$ cat config.mk
export PLATFORM = sky130hd
export DESIGN_NAME = tcw_mac
export DESIGN_NICKNAME = d
export VERILOG_FILES = /design/src/hw/rtl/tcw_mac.sv
export SDC_FILE = /design/constraint.sdc
export NUM_CORES = 1
export LEC_CHECK = 0
export BUFFER_PORTS_ARGS = -buffer_cell sky130_fd_sc_hd__clkbuf_2
export CAP_MARGIN = 20
export CORE_MARGIN = 2
export CORE_UTILIZATION = 50
export CTS_BUF_LIST = sky130_fd_sc_hd__clkbuf_4 sky130_fd_sc_hd__clkbuf_8 sky130_fd_sc_hd__clkbuf_16
export DETAILED_ROUTE_END_ITERATION = 7
export GPL_TIMING_DRIVEN = 0
export HOLD_SLACK_MARGIN = 0.03
export PLACE_DENSITY_LB_ADDON = 0.2
export SLEW_MARGIN = 0
export SYNTH_ARGS = -nofsm -noshare
export SYNTH_HDL_FRONTEND = slang
export SYNTH_SLANG_ARGS = --single-unit
$ cat constraint.sdc
create_clock -name i_clk -period 8.25 [get_ports i_clk]
set_clock_uncertainty 0.1 [all_clocks]
set_input_delay 1.2375 -clock i_clk [delete_from_list [all_inputs] [get_ports i_clk]]
set_output_delay 1.2375 -clock i_clk [all_outputs]
set_load 0.01 [all_outputs]
$ cat src/hw/rtl/tcw_mac.sv
// shared multiply-add unit, registered result: p = a * b + c
// no dependencies
`timescale 1ns / 1ps

module tcw_mac #(
    parameter int A_W = 5,
    parameter int B_W = 7,
    parameter int P_W = 11
) (
    input  logic           i_clk,
    input  logic [A_W-1:0] i_a,
    input  logic [B_W-1:0] i_b,
    input  logic [B_W-1:0] i_c,
    output logic [P_W-1:0] o_p
);

    logic [P_W-1:0] r_p;

    always_ff @(posedge i_clk) begin
        r_p <= P_W'(P_W'(i_a) * P_W'(i_b) + P_W'(i_c));
    end

    assign o_p = r_p;

endmodule

==> results of run 1 <==
## routing by layer
metal  wire length [microns]  track usage
met3                      88      0.04082
met4                      14      0.03987
met2                    1376       0.3465
met5                       0            0
met1                    1018       0.2006
## how the worst max path moves through the flow
stage	startpoint	end	cells after the start
3_3_place_gp	i_a[1]	o_p[9]$_DFF_P_	12
6_report	i_a[1]	o_p[9]$_DFF_P_	12
4_1_cts	i_a[1]	o_p[9]$_DFF_P_	12
3_5_place_dp	i_a[1]	o_p[9]$_DFF_P_	12
2_1_floorplan	i_b[3]	o_p[9]$_DFF_P_	11
5_1_grt	i_a[4]	o_p[9]$_DFF_P_	12
## cells by family after synthesis
logic type	count (synthesis)	synth area share
AND/OR/NAND/NOR	47	0.1756
adder cells (fa/ha/maj)	40	0.4643
buffers and inverters	31	0.08208
AO/OA/AOI/OAI	13	0.05207
flip-flops	11	0.1553
XOR/XNOR	9	0.05561
multiplexers	2	0.01500
## power by group through the flow
stage | registers, mW | logic, mW | clock network [mW]
final | 0.0840 | 0.221 | 0.0388
after floorplan | 0.0989 | 0.150 | 0
after CTS | 0.0841 | 0.227 | 0.0407
after global placement | 0.0845 | 0.219 | 0
after detailed placement | 0.0855 | 0.225 | 0
after global routing | 0.0859 | 0.257 | 0.0432
## critical path, cell delays in order
cell	delay, ns
clkbuf_2	0.13
and2_1	0.17
fa_1	0.50
inv_1	0.05
fa_1	0.47
fa_1	0.56
inv_1	0.04
ha_1	0.23
a211oi_1	0.37
nor3_2	0.11
mux2i_1	0.13
or3_1	0.36
## cell usage after synthesis
master,instances,share of area
a211oi_1,1,0.0053
a21o_1,1,0.0053
a21oi_1,7,0.025
a31oi_1,1,0.0044
and2_1,21,0.093
dfxtp_1,11,0.16
fa_1,21,0.30
ha_1,19,0.17
inv_1,31,0.082
mux2_2,1,0.0079
mux2i_1,1,0.0071
nand2_1,16,0.042
nand2b_1,2,0.0088
nand3_1,1,0.0035
nand4b_1,1,0.0062
nor2_1,4,0.011
nor3_2,1,0.0071
o21ai_0,1,0.0035
o21ai_1,1,0.0035
o21bai_1,1,0.0053
or3_1,1,0.0044
xnor2_1,8,0.049
xor2_1,1,0.0062
## final cells by class
| class | count | area [sq um] | share of cell area |
|---|---|---|---|
| clock buffers | 4 | 30.03 | 0.01835 |
| well taps | 31 | 38.79 | 0.02370 |
| repair buffers | 30 | 150.1 | 0.09174 |
| flip-flops and latches | 11 | 220.2 | 0.1346 |
| multi-input cells | 111 | 1081 | 0.6606 |
| inverters | 31 | 116.4 | 0.07110 |
## per-stage QoR
step	utilization	total power, mW	setup WS (ns)	instances
finish	0.5986	0.3438	3.931	218
global route	0.5986	0.3865	3.788	218
CTS	0.5986	0.3515	3.920	218
detailed placement	0.5876	0.3109	3.656	214
global placement	0.5876	0.3034	3.684	214
floorplan	-	0.2493	3.995	153
==> run summary, run 1 <==
* **path type of the worst min-delay path** primary input to register
* **TritonCTS buffer count** 3
* **wire length of the first global-routing pass** 4.581 mm
* **syn avg cell area** 9.265 sq um
* **highest attainable clock frequency** 0.2315 GHz
* **final weighted congestion of routability-driven global placement** 0.8229
* **slew at the pin closest to its max-slew limit** 0.3787 ns
* **RSZ-0062 raised after global routing** no
* **type of element launching the critical path** primary input
* **post-route setup TNS** 0 ns
* **mean number of vias per cell** 4.945
* **hold slack final** 1.101 ns
* **fraction of final layout cells with drive strength greater than 1** 0.1925
* **Port Buf Inserts** 30
* **initial antenna violation count** 0
* **via count** 1,078
* **Worst Hold Path EP** o_p[0]$_DFF_P_
* **Unique masters post-synth** 23
* **combinational cell fraction of total power** 0.643
* **count of endpoints failing hold in the final timing report** 0
* **critical path data arrival time** 4.36 ns
* **Std-Cell Rows** 19
* **result of the run** finished, final reports clean
* **cell leakage power** 0.8731 nW
* **post-detailed-route wirelength per cell** 11.46 microns
* **diode insertion count for antenna repair** 0
* **CTS Root Buffer Type** clkbuf_4
* **standard cell core area** 2734 sq um
* **drt first-iter violations** 13
* **most frequent cells in the layout** inv_1, clkbuf_2, and2_1, fa_1, ha_1
* **minimum period implied by the final worst setup slack** 4.319 ns
* **part of the power in registers** 0.244
* **remaining antenna violation count** 0
* **final std cell area, no fill** 1637 sq um
* **DRC errors left** 0
* **clock input transition at the sequential cells of the worst setup and hold paths** 0.07 ns
* **detailed placer's ending HPWL** 2.239 mm
* **number of sinks driven by the clock tree** 11
* **max-cap violation count** 0
* **Total Routing Usage GR** 0.1803
* **die boundary width** 57.25 microns
* **Final setup viols** 0
* **share of synthesized area occupied by flip-flops and latches** 0.1553
* **Max Root-Sink Buffers** 2
* **capturing element type of the critical path** register
* **post-synthesis register bit count** 11
* **Initial Util** 0.5185
* **CTS tree** yes
* **Ys Warns** 0
* **maximum number of pins on one net before global-route repair** 8
* **number of buffers added for setup after CTS** 0
* **NetSw** 0.1430 mW
* **nets@finish** 248
* **vias in the first global route** 1,150
* **Final Max Tran Viols** 0
* **Crit Path Max Fanout** 7
* **area delta synth->final** 15.45%
* **IR Drop Worst-Case VDD** 0.0002199 V
* **flip-flop count of the largest register after layout** 11
* **syn_nets** 213
* **share of the cycle needed by the critical path after routing** 0.5235
* **number of fillers in the final layout** 258
* **required arrival time at the worst endpoint** 8.29 ns
* **count of hold-fix buffers inserted at cts** 0
* **post-cts repair resize count** 0
* **switching share of power** 0.4159
* **worst hold stages** 2
* **synthesized area** 1418 sq um
* **Remaining Overflow, GRT** 0
* **critical path class** primary input to register
* **Post-DP Area** 1607 sq um
* **Clock Power Share** 0.113
* **most common library cell in the layout ignoring fill and taps** inv_1
* **number of levels in the clock H-tree** 1
* **cells after synthesis** 153
* **Max-Slew Margin vs Limit** 0.7460
* **Die ar.** 3277 sq um
* **total wire length** 2.499 mm
* **startpoint of the worst hold path** i_c[0]
* **overall die height** 57.25 microns
* **I/O pin total** 31
* **number of detailed-route iterations in the first pass** 4
* **Power Internal** 0.2008 mW
* **power per standard cell area** 210.1 nW/um^2
Power figures use the tool's default switching activity.
==> inputs of run 2 (changes only) <==
- CORE_UTILIZATION: 50 -> 49
- clock period: 8.25 -> 3.6 ns (I/O delays scaled with it)
==> run 2 against run 1 <==
- worst hold slack lost 0.71 ns
- critical path depth stayed put
- core utilization grew 1.3 points
- largest cell class unchanged
- wire length grew 2.3%
==> run summary, run 2 (synthesized netlist as in run 1, its figures left out) <==
* **result of the run** finished, final reports clean
* **power per standard cell area** 500.7 nW/um^2, +140%
* **most frequent cells in the layout** inv_1, clkbuf_2, fa_1, and2_1, ha_1
* **Total Routing Usage GR** 0.1681, -0.01218
* **drt first-iter violations** 28, +15
* **minimum period implied by the final worst setup slack** 3.466 ns
* **most common library cell in the layout ignoring fill and taps** inv_1
* **Max Root-Sink Buffers** 2, unchanged
* **initial antenna violation count** 0, unchanged
* **fraction of final layout cells with drive strength greater than 1** 0.2406, +0.04813
* **Crit Path Max Fanout** 5, -2
* **diode insertion count for antenna repair** 0, unchanged
* **detailed placer's ending HPWL** 2.116 mm, -5.5%
* **CTS tree** yes
* **clock input transition at the sequential cells of the worst setup and hold paths** 0.07 ns, about the same
* **number of buffers added for setup after CTS** 0, unchanged
* **TritonCTS buffer count** 3, unchanged
* **Die ar.** 3339 sq um, +1.9%
* **path type of the worst min-delay path** primary input to register
* **flip-flop count of the largest register after layout** 11, unchanged
* **capturing element type of the critical path** register
* **number of levels in the clock H-tree** 1, unchanged
* **hold slack final** 0.3918 ns, -0.7096 ns
* **die boundary width** 57.79 microns, +0.94%
* **Initial Util** 0.5141, -0.004470
* **Remaining Overflow, GRT** 0, unchanged
* **number of sinks driven by the clock tree** 11, unchanged
* **final weighted congestion of routability-driven global placement** 0.7858, -4.5%
* **Port Buf Inserts** 30, unchanged
* **area delta synth->final** 18.98%
* **I/O pin total** 31, unchanged
* **maximum number of pins on one net before global-route repair** 8, unchanged
* **number of fillers in the final layout** 262, +1.6%
* **cell leakage power** 0.8809 nW, +0.89%
* **worst hold stages** 2, unchanged
* **share of the cycle needed by the critical path after routing** 0.9629
* **DRC errors left** 0, unchanged
* **number of detailed-route iterations in the first pass** 4, unchanged
* **CTS Root Buffer Type** clkbuf_4
* **max-cap violation count** 0, unchanged
* **Std-Cell Rows** 19, unchanged
* **vias in the first global route** 1,122, -2.4%
* **slack of the critical path** 0.1337 ns, -3.797 ns
* **type of element launching the critical path** primary input
* **post-detailed-route wirelength per cell** 11.73 microns, +2.3%
* **count of hold-fix buffers inserted at cts** 0, unchanged
* **Final setup viols** 0, unchanged
* **critical path data arrival time** 3.52 ns, -0.84 ns
* **slew at the pin closest to its max-slew limit** 0.2955 ns, -0.08321 ns
* **critical path class** primary input to register
* **IR Drop Worst-Case VDD** 0.0004192 V, +91%
* **overall die height** 57.79 microns, +0.94%
* **wire length of the first global-routing pass** 4.381 mm, -4.4%
* **via count** 1,097, +1.8%
* **required arrival time at the worst endpoint** 3.65 ns, -4.64 ns
* **Max-Slew Margin vs Limit** 0.8030, +0.05700
* **total wire length** 2.557 mm, +2.3%
* **Post-DP Area** 1607 sq um, unchanged
* **worst-case setup slack after placement** -0.2874 ns, -3.943 ns
* **mean number of vias per cell** 5.032, +1.8%
* **standard cell core area** 2758 sq um, +0.87%
* **Final Max Tran Viols** 0, unchanged
* **nets@finish** 248, unchanged
* **count of endpoints failing hold in the final timing report** 0, unchanged
* **highest attainable clock frequency** 0.2885 GHz
* **area of combinational cells with multiple inputs** 1129 sq um, +4.4%
* **remaining antenna violation count** 0, unchanged
* **final std cell area, no fill** 1687 sq um, +3.1%
* **area of all sequential standard cells** 220.2 sq um, unchanged
-- run 2: cell count changes in the layout (fill, tap and decap cells not counted), sizes merged --
cell    previous run  this run
buf                0         3
clkbuf            34        31
-- run 2: final cells by class --
class,instances,share of cell area
well taps,31,0.02300
flip-flops and latches,11,0.1306
clock buffers,4,0.01780
repair buffers,30,0.09050
inverters,31,0.06899
multi-input cells,111,0.6691
-- run 2: what timing repair did --
action                     4_1_cts  5_1_grt
pin swaps                        0        7
setup endpoints to repair        1        3
gates resized for setup          1       14
gates cloned                     0        0
-- run 2: metal layers --
layer | vias to the layer above | share of wire | GRT usage
met5 | - | 0 | 0
met4 | 0 | 0 | 0.03654
met3 | 0 | 0.034 | 0.03571
met2 | 20 | 0.57 | 0.3166
met1 | 536 | 0.39 | 0.1940
li1 | 541 | - | -
-- run 2: worst paths after layout --
| check | slack [ns] | end | start |
|---|---|---|---|
| hold / removal | 0.39 | o_p[0]$_DFF_P_ | i_c[0] |
| setup / recovery | 0.13 | o_p[9]$_DFF_P_ | i_b[3] |
-- run 2: worst max-delay path: stages --
cell and delay, ns:
clkbuf_2 0.13, and2_1 0.18, fa_1 0.50, inv_1 0.05, fa_1 0.46, fa_1 0.55, inv_1 0.04, ha_1 0.35
o21ai_2 0.18, nor3_2 0.06, mux2i_1 0.12, or3_1 0.36
-- run 2: through the flow --
stage / total power, mW / utilization / std cells / TNS (ns)
finish: 0.8445 / 0.6116 / 218 / 0
global route: 0.9310 / 0.6116 / 218 / -0.004056
CTS: 0.8032 / 0.5953 / 218 / 0
detailed placement: 0.7069 / 0.5826 / 214 / -0.7863
global placement: 0.6966 / 0.5826 / 214 / -0.6280
floorplan: 0.5714 / - / 153 / 0
-- run 2: where the power goes --
group          total, mW  switching (mW)  leakage [nW]  internal, mW
logic              0.561           0.301         0.770         0.260
registers          0.194          0.0129        0.0928         0.181
clock network     0.0898          0.0394        0.0184        0.0505
==> inputs of run 3 (changes only) <==
- CORE_ASPECT_RATIO: default -> 0.7
==> run 3 against run 2 <==
- via count down 0.55%
- critical path type unchanged
- clock-buffer cell count did not move
- final area grew 4.6%
- core utilization is 2.2 points higher
- largest power group unchanged
- worst hold slack improved by 0.046 ns
- highest routed layer unchanged
- largest cell class unchanged
==> run summary, run 3 (synthesized netlist as in run 1, its figures left out) <==
* **result of the run** finished, final reports clean
* **Port Buf Inserts** 30, unchanged
* **CTS Root Buffer Type** clkbuf_8
* **number of detailed-route iterations in the first pass** 4, unchanged
* **remaining antenna violation count** 0, unchanged
* **total wire length** 2.492 mm, -2.5%
* **most common library cell in the layout ignoring fill and taps** inv_1
* **drt first-iter violations** 38, +36%
* **max-cap violation count** 0, unchanged
* **Std-Cell Rows** 16, -3
* **slew at the pin closest to its max-slew limit** 0.2550 ns, -0.04048 ns
* **CTS tree** yes
* **Initial Util** 0.5094, -0.004623
* **standard cell core area** 2783 sq um, +0.91%
* **met3 routing resource usage after global routing** 0.04619, +0.01048
* **gr busiest metal** met2
* **startpoint of the worst hold path** i_c[0]
* **maximum number of pins on one net before global-route repair** 8, unchanged
* **power per standard cell area** 534.5 nW/um^2, +6.8%
* **die boundary width** 68.29 microns, +18%
* **number of levels in the clock H-tree** 1, unchanged
* **critical path class** primary input to register
* **I/O pin total** 31, unchanged
* **diode insertion count for antenna repair** 0, unchanged
* **count of hold-fix buffers inserted at cts** 0, unchanged
* **Max-Slew Margin vs Limit** 0.8295, +0.02644
* **required arrival time at the worst endpoint** 3.61 ns, -0.04 ns
* **final weighted congestion of routability-driven global placement** 0.7929, +0.90%
* **Die ar.** 3346 sq um, +0.21%
* **final std cell area, no fill** 1764 sq um, +4.6%
* **number of sinks driven by the clock tree** 11, unchanged
* **area delta synth->final** 24.45%
* **met2 Use GR** 0.3172, +0.0005937
* **critical path data arrival time** 3.49 ns, -0.03 ns
* **number of fillers in the final layout** 230, -12%
* **path type of the worst min-delay path** primary input to register
* **minimum period implied by the final worst setup slack** 3.484 ns, +0.01736 ns
* **Total Routing Usage GR** 0.1816, +0.01348
* **Max Root-Sink Buffers** 2, unchanged
* **Post-Route Utilization** 0.6340, +0.02238
* **post-route setup TNS** 0 ns, unchanged
* **critical path startpoint** i_a[3]
* **Crit Path Max Fanout** 7, +2
* **overall power after layout** 0.9429 mW, +12%
* **clock input transition at the sequential cells of the worst setup and hold paths** 0.05 ns, -0.02 ns
* **initial antenna violation count** 0, unchanged
* **Remaining Overflow, GRT** 0, unchanged
* **nets@finish** 249, +0.40%
* **vias in the first global route** 1,161, +3.5%
* **wire length of the first global-routing pass** 4.678 mm, +6.8%
* **share of the cycle needed by the critical path after routing** 0.9677, +0.004821
* **Final setup viols** 0, unchanged
* **TritonCTS buffer count** 3, unchanged
* **IR Drop Worst-Case VDD** 0.0003009 V, -28%
* **detailed placer's ending HPWL** 2.180 mm, +3.0%
* **overall die height** 49 microns, -15%
* **highest attainable clock frequency** 0.2871 GHz, -0.50%
* **post-detailed-route wirelength per cell** 11.13 microns, -5.2%
* **capturing element type of the critical path** register
* **type of element launching the critical path** primary input
* **cell leakage power** 0.9090 nW, +3.2%
* **count of endpoints failing hold in the final timing report** 0, unchanged
* **flip-flop count of the largest register after layout** 11, unchanged
* **DRC errors left** 0, unchanged
* **most frequent cells in the layout** inv_1, clkbuf_2, fa_1, and2_1, ha_1
* **mean number of vias per cell** 4.871, -3.2%
* **fraction of final layout cells with drive strength greater than 1** 0.2606, +0.02000
* **global-route met1 utilization** 0.2296, +0.03566
* **via count** 1,091, -0.55%
* **Post-DP Area** 1613 sq um, +0.39%
* **Final Max Tran Viols** 0, unchanged
## run 3: cell types whose count changed in the layout (fill, tap and decap cells not counted), sizes merged
cell | previous run | this run
buf | 3 | 4
## run 3: path summary, 6_finish.rpt
kind              to  slack [ns]  cells past startpoint
max   o_p[9]$_DFF_P_        0.12                     12
min   o_p[0]$_DFF_P_        0.44                      2
## run 3: timing repair
item	in CTS	in global routing
gates cloned	0	0
setup endpoints to repair	1	3
resized for setup	4	21
buffers inserted	0	1
pin swaps	0	6
## run 3: per-stage QoR
step / cells / hold WS (ns) / worst slack (ns)
6_report: 224 / 0.4373 / 0.1164
5_1_grt: 224 / 0.4373 / -0.005012
4_1_cts: 223 / 0.4389 / 0.02126
3_5_place_dp: 219 / 0.6798 / -0.2998
3_3_place_gp: 219 / 0.6634 / -0.2809
2_1_floorplan: 153 / 0.5698 / 0.04274
## run 3: where the power goes
part	switching [mW]	leakage [nW]	internal, mW
Combinational	0.329	0.790	0.294
Sequential	0.0115	0.0928	0.181
Clock	0.0420	0.0262	0.0849
## run 3: layout make-up
class / instances / area, sq um / area share
clock buffers: 4 / 48.80 / 0.02766
inverters: 31 / 116.4 / 0.06596
multi-input cells: 111 / 1166 / 0.6610
flip-flops and latches: 11 / 220.2 / 0.1248
well taps: 36 / 45.04 / 0.02553
repair buffers: 31 / 167.7 / 0.09504
## run 3: critical path, cell delays in order
cell      delay, ns
clkbuf_4       0.15
and2_4         0.17
fa_1           0.48
fa_1           0.54
inv_1          0.05
fa_1           0.52
inv_1          0.06
ha_4           0.30
nand2_4        0.06
nor3_4         0.17
mux2i_1        0.08
or3_1          0.36
## run 3: layer usage
layer  up-vias  part of all wire  wire [microns]
li1        540                 -               -
met1       536              0.46            1157
met2        15              0.51            1276
met3         0             0.023              58
met4         0                 0               0
met5         -                 0               0
